**src/gcp_pkg.sv**
```systemverilog
`timescale 1ns / 1ps
`default_nettype none

package gcp_pkg;

	localparam int unsigned CoordW = 16;
	localparam int unsigned ColW   = 8;
	localparam int unsigned DivSteps = CoordW;
	localparam int unsigned CntW   = $clog2(DivSteps);

	localparam logic [ColW-1:0]   ColumnsReset = ColW'(2);
	localparam logic [CoordW-1:0] WidthReset   = '0;

	typedef enum logic [1:0] {
		REG_COLUMNS   = 2'd0,
		REG_CONTAINER = 2'd1
	} cfg_reg_t;

	typedef enum logic [2:0] {
		ST_IDLE,
		ST_DIV,
		ST_MUL,
		ST_OUT
	} gcp_state_t;

	typedef struct packed {
		logic              done;
		logic [CoordW-1:0] quot;
	} div_rsp_t;

endpackage

`default_nettype wire

```
**src/gcp_div.sv**
```systemverilog
`timescale 1ns / 1ps
`default_nettype none

// signed 16-bit dividend by unsigned 8-bit divisor, one quotient bit per cycle,
// quotient truncated toward zero
module gcp_div
	import gcp_pkg::*;
(
	input  wire logic              clk,
	input  wire logic              arst_n,
	input  wire logic              start,
	input  wire logic [CoordW-1:0] dividend,
	input  wire logic [ColW-1:0]   divisor,
	output div_rsp_t               rsp
);

	logic              busy_q;
	logic              done_q;
	logic [CntW-1:0]   cnt_q;
	logic [ColW-1:0]   rem_q;
	logic [CoordW-1:0] mag_q;
	logic [ColW-1:0]   dvs_q;
	logic              neg_q;

	logic [ColW:0]     trial;
	logic [ColW:0]     diff;
	logic              fits;

	always_comb begin
		trial = {rem_q, mag_q[CoordW-1]};
		diff  = trial - {1'b0, dvs_q};
		fits  = trial >= {1'b0, dvs_q};
	end

	always_ff @(posedge clk or negedge arst_n) begin
		if (!arst_n) begin
			busy_q <= 1'b0;
			done_q <= 1'b0;
			cnt_q  <= '0;
		end else begin
			done_q <= 1'b0;
			if (start) begin
				busy_q <= 1'b1;
				cnt_q  <= '0;
			end else if (busy_q) begin
				cnt_q <= cnt_q + CntW'(1);
				if (cnt_q == CntW'(DivSteps - 1)) begin
					busy_q <= 1'b0;
					done_q <= 1'b1;
				end
			end
		end
	end

	always_ff @(posedge clk) begin
		if (start) begin
			rem_q <= '0;
			dvs_q <= divisor;
			neg_q <= dividend[CoordW-1];
			mag_q <= dividend[CoordW-1] ? (~dividend + CoordW'(1)) : dividend;
		end else if (busy_q) begin
			rem_q <= fits ? diff[ColW-1:0] : trial[ColW-1:0];
			mag_q <= {mag_q[CoordW-2:0], fits};
		end
	end

	assign rsp.done = done_q;
	assign rsp.quot = neg_q ? (~mag_q + CoordW'(1)) : mag_q;

endmodule

`default_nettype wire

```
**src/grid_cell_placer.sv**
```systemverilog
// Grid cell placer: one box word in, zero or one position word out.
// Shown box: a serial divide for the cell width, a quotient capture, a multiply
// step and an output load lie between accept and out_valid; in_stall is high
// meanwhile, so no new box is taken until the position word is loaded, which
// waits while out_stall holds the previous position word. Hidden box or zero
// columns: taken in idle without a stall, no output word.
// Asynchronous reset: columns = 2, container_width = 0, pass state cleared.
`timescale 1ns / 1ps
`default_nettype none

module grid_cell_placer
	import gcp_pkg::*;
(
	input  wire logic              clk,
	input  wire logic              arst_n,

	input  wire logic              cfg_valid,
	output logic                   cfg_ready,
	input  wire logic [1:0]        cfg_index,
	input  wire logic [CoordW-1:0] cfg_data,

	input  wire logic              in_valid,
	output logic                   in_stall,
	input  wire logic              first_of_pass,
	input  wire logic              hidden,
	input  wire logic [CoordW-1:0] box_width,
	input  wire logic [CoordW-1:0] box_height,
	input  wire logic [CoordW-1:0] margin_left,
	input  wire logic [CoordW-1:0] margin_right,
	input  wire logic [CoordW-1:0] margin_top,
	input  wire logic [CoordW-1:0] margin_bottom,

	output logic                   out_valid,
	input  wire logic              out_stall,
	output logic [CoordW-1:0]      pos_x,
	output logic [CoordW-1:0]      pos_y
);

	gcp_state_t        state_q, state_d;

	logic [ColW-1:0]   columns_q;
	logic [CoordW-1:0] cwidth_q;

	logic [ColW-1:0]   column_now_q;
	logic              any_placed_q;
	logic [CoordW-1:0] row_top_q;
	logic [CoordW-1:0] row_tallest_q;

	logic [ColW-1:0]   col_q;
	logic [CoordW-1:0] fw_q;
	logic [CoordW-1:0] ml_q;
	logic [CoordW-1:0] y_q;
	logic [CoordW-1:0] cell_q;
	logic [CoordW-1:0] prod_q;
	logic [CoordW-1:0] half_q;

	logic              out_valid_q;
	logic [CoordW-1:0] pos_x_q;
	logic [CoordW-1:0] pos_y_q;

	logic              accept;
	logic              place;
	logic              div_start;
	logic              load_out;
	div_rsp_t          div_rsp;

	logic [ColW-1:0]   e_cn;
	logic              e_ap;
	logic [CoordW-1:0] e_rt;
	logic [CoordW-1:0] e_rtall;
	logic [ColW-1:0]   col;
	logic              new_row;
	logic [CoordW-1:0] rt_new;
	logic [CoordW-1:0] rtall_new;
	logic [CoordW-1:0] fh;
	logic [ColW:0]     col_inc;
	logic [ColW-1:0]   cn_next;
	logic [CoordW-1:0] diff;
	logic [CoordW-1:0] diff_adj;
	logic [ColW+CoordW-1:0] prod_full;

	assign cfg_ready = 1'b1;

	always_comb begin
		e_cn    = first_of_pass ? '0 : column_now_q;
		e_ap    = first_of_pass ? 1'b0 : any_placed_q;
		e_rt    = first_of_pass ? '0 : row_top_q;
		e_rtall = first_of_pass ? '0 : row_tallest_q;
		col     = (e_cn >= columns_q) ? '0 : e_cn;
		new_row = (col == '0) && e_ap;
		rt_new  = new_row ? (e_rt + e_rtall) : e_rt;
		fh      = box_height + margin_top + margin_bottom;
		rtall_new = new_row ? '0 : e_rtall;
		if ($signed(fh) > $signed(rtall_new)) begin
			rtall_new = fh;
		end
		col_inc = {1'b0, col} + (ColW+1)'(1);
		cn_next = (col_inc >= {1'b0, columns_q}) ? '0 : col_inc[ColW-1:0];

		diff      = cell_q - fw_q;
		diff_adj  = diff + {{(CoordW-1){1'b0}}, diff[CoordW-1]};
		prod_full = col_q * cell_q;
	end

	always_comb begin
		state_d   = state_q;
		in_stall  = 1'b1;
		div_start = 1'b0;
		load_out  = 1'b0;
		accept    = 1'b0;
		place     = 1'b0;
		unique case (state_q)
			ST_IDLE: begin
				in_stall = 1'b0;
				accept   = in_valid;
				place    = in_valid && !hidden && (columns_q != '0);
				if (place) begin
					div_start = 1'b1;
					state_d   = ST_DIV;
				end
			end
			ST_DIV: begin
				if (div_rsp.done) begin
					state_d = ST_MUL;
				end
			end
			ST_MUL: begin
				state_d = ST_OUT;
			end
			ST_OUT: begin
				if (!out_valid_q || !out_stall) begin
					load_out = 1'b1;
					state_d  = ST_IDLE;
				end
			end
			default: begin
				state_d = ST_IDLE;
			end
		endcase
	end

	always_ff @(posedge clk or negedge arst_n) begin
		if (!arst_n) begin
			state_q <= ST_IDLE;
		end else begin
			state_q <= state_d;
		end
	end

	always_ff @(posedge clk or negedge arst_n) begin
		if (!arst_n) begin
			columns_q <= ColumnsReset;
			cwidth_q  <= WidthReset;
		end else if (cfg_valid && cfg_ready) begin
			if (cfg_index == REG_COLUMNS) begin
				columns_q <= cfg_data[ColW-1:0];
			end else if (cfg_index == REG_CONTAINER) begin
				cwidth_q <= cfg_data;
			end
		end
	end

	always_ff @(posedge clk or negedge arst_n) begin
		if (!arst_n) begin
			column_now_q  <= '0;
			any_placed_q  <= 1'b0;
			row_top_q     <= '0;
			row_tallest_q <= '0;
		end else if (accept) begin
			if (place) begin
				column_now_q  <= cn_next;
				any_placed_q  <= 1'b1;
				row_top_q     <= rt_new;
				row_tallest_q <= rtall_new;
			end else begin
				column_now_q  <= e_cn;
				any_placed_q  <= e_ap;
				row_top_q     <= e_rt;
				row_tallest_q <= e_rtall;
			end
		end
	end

	always_ff @(posedge clk) begin
		if (place) begin
			col_q <= col;
			fw_q  <= box_width + margin_left + margin_right;
			ml_q  <= margin_left;
			y_q   <= rt_new + margin_top;
		end
		if (div_rsp.done) begin
			cell_q <= div_rsp.quot;
		end
		if (state_q == ST_MUL) begin
			prod_q <= prod_full[CoordW-1:0];
			half_q <= {diff_adj[CoordW-1], diff_adj[CoordW-1:1]};
		end
		if (load_out) begin
			pos_x_q <= prod_q + half_q + ml_q;
			pos_y_q <= y_q;
		end
	end

	always_ff @(posedge clk or negedge arst_n) begin
		if (!arst_n) begin
			out_valid_q <= 1'b0;
		end else if (load_out) begin
			out_valid_q <= 1'b1;
		end else if (!out_stall) begin
			out_valid_q <= 1'b0;
		end
	end

	gcp_div u_div (
		.clk      (clk),
		.arst_n   (arst_n),
		.start    (div_start),
		.dividend (cwidth_q),
		.divisor  (columns_q),
		.rsp      (div_rsp)
	);

	assign out_valid = out_valid_q;
	assign pos_x     = pos_x_q;
	assign pos_y     = pos_y_q;

endmodule

`default_nettype wire

```
**config.mk**
```make
export PLATFORM = sky130hd
export DESIGN_NAME = grid_cell_placer
export DESIGN_NICKNAME = d
export VERILOG_FILES = /design/src/gcp_pkg.sv /design/src/gcp_div.sv /design/src/grid_cell_placer.sv
export SDC_FILE = /design/constraint.sdc
export NUM_CORES = 1
export LEC_CHECK = 0
export BUFFER_PORTS_ARGS = -buffer_cell sky130_fd_sc_hd__buf_2
export CORE_UTILIZATION = 40
export DETAILED_ROUTE_END_ITERATION = 10
export GPL_TIMING_DRIVEN = 0
export PLACE_DENSITY = 0.55
export SYNTH_ARGS = -nofsm -noshare
export SYNTH_HDL_FRONTEND = slang
export SYNTH_HIERARCHICAL = 1
export SYNTH_SLANG_ARGS = --single-unit
export TNS_END_PERCENT = 50
```
**constraint.sdc**
```tcl
create_clock -name clk -period 5 [get_ports clk]
set_clock_uncertainty 0.1 [all_clocks]
set_input_delay 1 -clock clk [delete_from_list [all_inputs] [get_ports clk]]
set_output_delay 1 -clock clk [all_outputs]
set_load 0.005 [all_outputs]
```
Yosys cells after proc, flatten, opt, wreduce, memory -nomap -nowiden
Cells that the tools add are included.
{"block": "word_totals", "register_bits": 243, "latchBits": 0, "ramBits": 0, "mem_bits_ro": 0, "output_inout_bits": 35, "memories": 0}
{"block": "classes", "n_addsub": 15, "n_mul": 1, "div": 0, "order_cmp": 4, "n_eq_ne": 9, "shifts": 0, "muxes": 39, "bitwise": 3, "reduce_logical": 15}
{"cell": "$mux W16", "count": 11}
{"cell": "$add A16 B16 Y16", "count": 8}
{"cell": "$mux W8", "count": 5}
{"cell": "$add A16 B1 Y16 const B", "count": 2}
{"cell": "$not A16 Y16", "count": 2}
{"cell": "$ge A9 B8 Y1", "count": 2}
{"cell": "$mux W1", "count": 17}
{"cell": "$add A16 B1 Y16", "count": 1}
{"cell": "$gt A16 B16 Y1", "count": 1}
{"cell": "$mul A8 B16 Y16", "count": 1}
{"cell": "$sub A16 B16 Y16", "count": 1}
{"cell": "$pmux W3 S4", "count": 1}
{"cell": "$add A8 B1 Y9 const B", "count": 1}
{"cell": "$mux W3", "count": 3}
{"cell": "$ge A8 B8 Y1", "count": 1}
{"cell": "$logic_not A8 Y1", "count": 1}
{"cell": "$mux W4", "count": 2}
{"cell": "$reduce_bool A8 Y1", "count": 1}
{"cell": "$sub A8 B8 Y8", "count": 1}
{"cell": "$eq A3 B2 Y1 const B", "count": 2}
{"cell": "$reduce_and A3 Y1", "count": 2}
{"cell": "$add A4 B1 Y4 const B", "count": 1}
{"cell": "$eq A4 B4 Y1 const B", "count": 1}
{"cell": "$ne A2 B1 Y1 const B", "count": 2}
{"cell": "other kinds (11)", "count": 16}

Depth between registers and ports, before layout
Gate-level depths: netlist of run 1.
{"block": "depth", "ltp_word": 9, "depth_mapped": 27}

Cells and area by module
Netlist of run 1, hierarchy kept.
{"mod": "grid_cell_placer", "instances": 1, "cells_per_inst": 1458, "area_per_inst_um2": 15765.1}
{"mod": "gcp_div", "instances": 1, "cells_per_inst": 271, "area_per_inst_um2": 2528.7}

Worst setup path before layout of run 1
No wires, ideal clock.
{"block": "synth_path", "path_kind": "input to register", "start": "input first_of_pass", "end": "register y_q[14], data pin", "arrival_time_ns": 5.789, "t_required_ns": 4.642, "setup_slack_ns": -1.147, "cell_stages": 27, "path_buffers": 3, "cell_sequence": "buf_4 -> inv_1 -> nand2_1 -> ha_1 -> nand2b_1 -> a21o_1 -> a211oi_1 -> o31ai_1 -> clkbuf_1 -> nor2_1 -> inv_1 -> ha_1 -> o211ai_1 -> nor2_1 -> buf_2 -> mux2_1 -> ha_1 -> fa_1 -> a21o_1 -> a21oi_1 -> o21bai_1 -> a211o_1 -> a31oi_1 -> a21oi_1 -> a21o_1 -> a21oi_1 -> xnor2_1"}
{"block": "synth_between", "elab_chain_cells": 7, "word_cells_on_any_way": 11}
{"element": "start, declared", "line": "grid_cell_placer.sv:24", "source": "input wire logic first_of_pass,"}
{"element": "$mux W8 (*)", "line": "grid_cell_placer.sv:85", "source": "e_cn = first_of_pass ? '0 : column_now_q;"}
{"element": "$ge A8 B8 Y1", "line": "grid_cell_placer.sv:89", "source": "col = (e_cn >= columns_q) ? '0 : e_cn;"}
{"element": "$mux W8 (*)", "line": "grid_cell_placer.sv:89"}
{"element": "net col[0]", "line": "grid_cell_placer.sv:71", "source": "logic [ColW-1:0] col;"}
{"element": "$logic_not A8 Y1 (*)", "line": "grid_cell_placer.sv:90", "source": "new_row = (col == '0) && e_ap;"}
{"element": "$logic_and A1 B1 Y1 (*)", "line": "grid_cell_placer.sv:90"}
{"element": "$mux W16 (*)", "line": "grid_cell_placer.sv:91", "source": "rt_new = new_row ? (e_rt + e_rtall) : e_rt;"}
{"element": "$add A16 B16 Y16 (*)", "line": "grid_cell_placer.sv:189", "source": "y_q <= rt_new + margin_top;"}
{"element": "end signal, assigned", "line": "grid_cell_placer.sv:189"}
{"element": "end, declared", "line": "grid_cell_placer.sv:52", "source": "logic [CoordW-1:0] y_q;"}
The timed path passes the listed nets; every way through them passes the cells marked *.
A chain may end at the register's enable or synchronous reset.

Final worst setup path of run 1
{"block": "layout_path", "start": "input first_of_pass", "end": "register y_q[15], data pin"}
{"block": "layout_between", "elab_chain_cells": 7, "word_cells_on_any_way": 11}
{"element": "$mux W8", "line": "grid_cell_placer.sv:85"}
{"element": "$ge A8 B8 Y1", "line": "grid_cell_placer.sv:89"}
{"element": "$mux W8", "line": "grid_cell_placer.sv:89"}
{"element": "$logic_not A8 Y1", "line": "grid_cell_placer.sv:90"}
{"element": "$logic_and A1 B1 Y1", "line": "grid_cell_placer.sv:90"}
{"element": "$mux W16 (*)", "line": "grid_cell_placer.sv:91"}
{"element": "$add A16 B16 Y16 (*)", "line": "grid_cell_placer.sv:189"}
Mark *: on every way between the ends. The rest lies on a longest branch, timed or not.

==> results of run 1 <==
[cell type report]
type                    instances  area (sq um)
clock buffers                  43           810
inverters                     158           608
well taps                     592           741
flip-flops and latches        242          6820
repair buffers                204          1280
clock inverters                11           111
multi-input cells            1291         11300
plain buffers                  38           240
fillers                      4104         22800
[where the power goes]
part | internal (uW) | switching [uW] | total [uW] | leakage (uW)
Clock | 1220 | 844 | 2060 | 0.000453
Sequential | 3050 | 423 | 3470 | 0.00250
Combinational | 2560 | 2920 | 5480 | 0.00651
[cells by family after synthesis]
family	Yosys count	synth area share (%)
and+or+nand+nor	497	13.4
adders and majority gates	273	23.3
DFF	242	37.3
muxes	36	2.19
AOI/OAI and AO/OA	324	11.9
buffers and inverters	196	4.16
xor gates and xnor gates	160	7.74
other	1	0.0205
[worst paths after layout]
path,endpoint,from,slack [ns],cells after the start
worst max-delay path,y_q[15]$_DFFE_PP_,first_of_pass,-0.32,25
worst min-delay path,row_tallest_q[9]$_DFFE_PN0P_,arst_n,0.21,1
worst max register to register,y_q[15]$_DFFE_PP_,columns_q[1]$_DFFE_PN1P_,-0.09,22
worst min register to register,pos_y[2]$_DFFE_PP_,y_q[2]$_DFFE_PP_,0.32,0
max in group asynchronous,columns_q[1]$_DFFE_PN1P_,arst_n,3.94,2
min in group clk,pos_y[2]$_DFFE_PP_,y_q[2]$_DFFE_PP_,0.32,0
[placed cells by master (no fill, tap or decap), types with 9 or more instances in the layout]
master,n
nand3_1,30
buf_6,10
buf_2,152
clkbuf_1,31
a21oi_1,81
dfrtp_1,73
and2_1,52
clkbuf_16,31
nand2_1,147
o31ai_1,13
o21ai_0,55
buf_4,44
nor2b_1,57
a21o_1,30
o21a_1,11
nor2_1,88
a22o_1,29
nor3_1,27
nand4_1,11
fa_1,110
edfxtp_1,160
ha_4,17
inv_1,155
xor2_1,53
mux2_2,20
a21oi_2,10
xnor2_1,103
or3_1,9
nand2b_1,12
ha_1,141
[flip-flops by register name, summed over array words and instances, names as in the netlist, 16 cells and up]
register and count:
row_tallest_q 16, prod_q 16, u_div/mag_q 16, ml_q 16
row_top_q 16, y_q 16, pos_x 16, cwidth_q 16
fw_q 16, cell_q 16, pos_y 16
[metal layers]
layer	part of all wire, %	vias to the layer above	global-route usage [%]	wire (um)
li1	-	6502	-	-
met1	48	6474	27.2	21300
met2	47	230	31.9	20700
met3	3.6	50	2.23	1600
met4	1.4	0	3.29	637
met5	0	-	0	0
[metrics by stage]
| step | utilization, % | hold slack, ns | cells | total power, uW | area [sq um] |
|---|---|---|---|---|---|
| after CTS | 47.8 | 0.187 | 2555 | 10800 | 21400 |
| after floorplan | - | 0.300 | 1729 | 7230 | 18400 |
| after global placement | 44.5 | 0.305 | 2475 | 8440 | 19900 |
| after global routing | 49.0 | 0.203 | 2579 | 11900 | 21900 |
| final | 49.0 | 0.211 | 2579 | 11000 | 21900 |
| after detailed placement | 44.8 | 0.305 | 2478 | 8570 | 20000 |
[synthesized netlist by cell type (all sizes together), types with 5 or more instances]
master	instances	area, sq um
nor3	28	145
inv	158	593
a211oi	12	95.1
o21bai	8	60.1
a31oi	7	43.8
nor2	93	349
nand3	30	150
ha	161	2010
o2111ai	5	43.8
o21a	11	82.6
dfxtp	8	160
or2	8	50.1
a21oi	91	459
clkbuf	28	105
o21ai	67	343
mux2i	7	70.1
o41ai	6	60.1
and3	11	78.8
buf	10	62.6
a21o	32	243
mux2	29	330
or3	9	56.3
xor2	53	464
nor2b	63	394
and2	53	333
nand4	11	68.8
fa	112	2240
edfxtp	160	4800
nand2	157	589
a22o	29	254
dfrtp	73	1830
nand2b	13	81.3
o31ai	15	118
xnor2	106	928
nor4	8	50.1
a21boi	6	45.0
[what timing repair did]
| item | CTS | global route |
|---|---|---|
| pin swaps | 28 | 56 |
| buffers inserted | 22 | 25 |
| cloned | 1 | 1 |
| hold buffers | 0 | 0 |
| setup endpoints to repair | 28 | 35 |
| resized for setup | 51 | 75 |
[worst reg2reg max path, delay by kind of cell (launching register included)]
family / cells / cell delay (ns)
AO/OA/AOI/OAI: 11 / 2.21
adder cells (fa/ha/maj): 3 / 0.75
buffers and inverters: 4 / 0.55
flip-flops: 1 / 0.54
AND/OR/NAND/NOR: 3 / 0.35
XOR/XNOR: 1 / 0.31
==> flow_metrics.tcl, run 1 <==
set metrics [dict create \
    clk_pin_slew_ns 0.06 \
    crit_slowest_cell "o41a_1" \
    die-area_sq_um 46600 \
    violations "negative setup slack" \
    maxSlewHeadroom_pct 41.4 \
    drtAntennaViolNets 0 \
    dp_hpwl_mm 34.2 \
    port_buffers 154 \
    drtIter0Drc 637 \
    fmax_mhz 188 \
    status "finished with violations" \
    core-area_sq_um 44700 \
    syn_avg_cell_area_sq_um 10.6 \
    fin_ws_ns -0.316 \
    clock_path_buffers 3 \
    numCtsBuffers 29 \
    cp.arrival_ns 5.51 \
    irDropWorstVdd_v 0.000301 \
    vias 13300 \
    maxCapViolCount 0 \
    grt_usage_pct 19.2 \
    grt_max_degree 59 \
    crit_path_end_kind "flop" \
    cp_max_fo 10 \
    n_antenna_cell 0 \
    cp.required_ns 5.20 \
    gp_congestion 0.855 \
    clock-sinks 242 \
    fin_crit_ns 5.32 \
    first_global_vias 13700 \
    drtPass1Iterations 5 \
    antenna_found_initial 0 \
    hold_violations 0 \
    ys.flop_type "edfxtp_1" \
    syn_area_sq_um 18300 \
    chipWidth_um 216 \
    min_path_type "input port to asynchronous set/reset pin" \
    via_per_inst 5.14 \
    tightest_slew_ns 0.873 \
    critical_path.top_delay_family "compound AO/OA/AOI/OAI gates" \
    grt_pass1_wl_mm 72.0 \
    layout.nets 2358 \
    path_class "input port to flop" \
    wl_mm 44.3 \
    syn_to_final_growth_pct 19.7 \
    crit_top_cell "a21oi_2" \
    synth_edf_count 160 \
    slew_viol_final 0 \
    ys_ff_latch 242 \
    synthArstFlopShare_pct 30.6 \
    layout-drive-gt1-share_pct 19.6 \
    period_share_pct 106 \
    htree_levels 1 \
    critPathMaxStageDelay_ns 0.42 \
    crit_buf_inv 5 \
    power_density_nw_per_um2 503 \
    start_kind "input port" \
    setup_violations 6 \
    die_h_um 216 \
    syn_inst 1729 \
    syn_nets 2123 \
    grt_overflow_total 0 \
    yosysSeqAreaShare_pct 37.3 \
    p_leak_uw 0.00946 \
    cts_root_buffer "clkbuf_16" \
    rsz0062_at_grt "yes" \
    pre_cts_slack_ns -1.72 \
    drc 0 \
    cts_tree "built" \
    ios 156 \
    initial_core_util_pct 40.9 \
    setup_tns_ns -1.22 \
    yosysWarnings 6 \
    clk_latency_ns 0.57 \
    ys_types 83 \
    core.rowCount 77 \
    wl_per_cell_um 17.2 \
]
Note: power is estimated with default switching activity, not from simulation.
==> run 2, diff against run 1 <==
Settings changed: CORE_MARGIN set to 5, PLACE_DENSITY 0.55 to unset.
==> run 2 against run 1 <==
Net effect:
- the flow still finishes with violations (negative setup slack)
- largest power group unchanged
- flip-flop and latch count unchanged
- critical path depth increased by 2
- hold slack improved by 0.095 ns
- combinational power decreased by 3%
- global-route usage shrank 1.6 points
==> flow_metrics.tcl, run 2 (synthesis gave the netlist of run 1 again) <==
set metrics [dict create \
    power_density_nw_per_um2 510 \
    n_fill_cell 4151 \
    numCtsBuffers 34 \
    period_share_pct 105 \
    whs_ns 0.306 \
    clk_pin_slew_ns 0.06 \
    drtIter0Drc 601 \
    clock-sinks 242 \
    grt_pass1_wl_mm 72.1 \
    fin_ws_ns -0.264 \
    initial_core_util_pct 40.4 \
    layout.nets 2358 \
    fin_crit_ns 5.26 \
    fmax_mhz 190 \
    core-area_sq_um 45300 \
    final_common_cell "edfxtp_1" \
    port_buffers 154 \
    power_uw 11100 \
    layout-drive-gt1-share_pct 18.8 \
    clock_path_buffers 3 \
    p_leak_uw 0.00947 \
    rr_worst_depth 23 \
    grt_overflow_total 0 \
    cts_tree "built" \
    chipWidth_um 224 \
    multi_input_area_sq_um 11100 \
    maxSlewHeadroom_pct 42.4 \
    cp.required_ns 5.18 \
    core.rowCount 78 \
    htree_levels 2 \
    grt_usage_pct 17.6 \
    cp.arrival_ns 5.44 \
    crit-reg2reg-capture "y_q[14]$_DFFE_PP_" \
    slew_viol_final 0 \
    dp_hpwl_mm 33.4 \
    pre_cts_slack_ns -1.73 \
    syn_to_final_growth_pct 19.2 \
    hold_violations 0 \
    wl_mm 43.1 \
    vias 13400 \
    first_global_vias 14100 \
    grt_max_degree 59 \
    layout_common_cells "edfxtp_1, inv_1, nand2_1" \
    ios 156 \
    antenna_found_initial 1 \
    violations "negative setup slack" \
    seq_area_sq_um 6820 \
    gp_congestion 0.826 \
    cts_root_buffer "clkbuf_16" \
    drtAntennaViolNets 0 \
    path_class "input port to flop" \
    rrSetupSlack_ns -0.08 \
    cp_max_fo 6 \
    drc 0 \
    die-area_sq_um 50100 \
    drtPass1Iterations 5 \
    irDropWorstVdd_v 0.000284 \
    via_per_inst 5.17 \
    wl_per_cell_um 16.7 \
    maxCapViolCount 0 \
    min_path_type "input port to asynchronous set/reset pin" \
    start_kind "input port" \
    setup_violations 15 \
    die_h_um 224 \
    rsz0062_at_grt "yes" \
    n_antenna_cell 0 \
    status "finished with violations" \
    r2r_start "columns_q[1]$_DFFE_PN1P_" \
    clk_latency_ns 0.53 \
    crit_path_end_kind "flop" \
    hold_buffers 0 \
    tightest_slew_ns 0.858 \
]
run 2: critical path, stage by stage:
cell	delay (ns)
buf_12	0.11
buf_12	0.14
clkinv_8	0.05
nand2_8	0.05
ha_4	0.27
nand2b_4	0.10
a21o_1	0.14
a211oi_2	0.08
o31ai_4	0.24
clkbuf_8	0.20
nand3b_1	0.14
ha_2	0.19
o211ai_1	0.13
nor2_1	0.19
buf_6	0.15
mux2_4	0.32
ha_4	0.17
fa_2	0.34
a21o_1	0.17
a21oi_2	0.15
o21bai_1	0.12
a211o_1	0.32
a31oi_4	0.20
a21oi_2	0.09
a21o_1	0.17
a21oi_2	0.12
xnor2_1	0.08
run 2: power breakdown:
group | internal [uW] | switching (uW) | total, uW
registers | 3050 | 410 | 3460
clock network | 1430 | 916 | 2350
logic | 2470 | 2840 | 5310
total | 6950 | 4170 | 11100
run 2: how the worst max path moves through the flow:
stage | startpoint | endpoint | slack (ns) | depth (start not counted)
final | first_of_pass | y_q[14]$_DFFE_PP_ | -0.26 | 27
after global routing | first_of_pass | y_q[14]$_DFFE_PP_ | -0.44 | 27
after CTS | first_of_pass | y_q[14]$_DFFE_PP_ | -0.32 | 27
after detailed placement | first_of_pass | row_tallest_q[8]$_DFFE_PN0P_ | -1.73 | 25
after global placement | hidden | u_div/mag_q[13]$_DFFE_PP_ | -2.32 | 10
after floorplan | first_of_pass | y_q[14]$_DFFE_PP_ | -0.65 | 26
run 2: layout make-up:
cell class | count | share of cell area (%)
clock inverters | 16 | 0.781
flip-flops and latches | 242 | 31.3
multi-input cells | 1291 | 50.8
clock buffers | 45 | 4.28
plain buffers | 37 | 1.05
repair buffers | 200 | 5.56
well taps | 600 | 3.44
inverters | 158 | 2.78
run 2: routing by layer:
layer	global-route usage [%]	routed length (um)	part of all wire (%)
met1	24.0	19800	46
met2	29.0	20300	47
met3	2.90	2030	4.7
met4	5.04	936	2.2
met5	0	0	0
run 2: repair_timing:
action / 4_1_cts / 5_1_grt
setup endpoints to repair: 31 / 35
gates resized for setup: 56 / 35
setup buffers: 32 / 18
pin swaps: 28 / 32
hold endpoints to repair: 0 / 0
run 2: per-stage QoR:
step / TNS, ns / instance area (sq um) / utilization (%) / instances
after floorplan: -7.65 / 18400 / - / 1729
after global placement: -246.55 / 19900 / 44.0 / 2483
after detailed placement: -43.04 / 20000 / 44.2 / 2486
after CTS: -1.42 / 21600 / 47.7 / 2579
after global routing: -4.93 / 21800 / 48.1 / 2589
final: -1.30 / 21800 / 48.1 / 2589
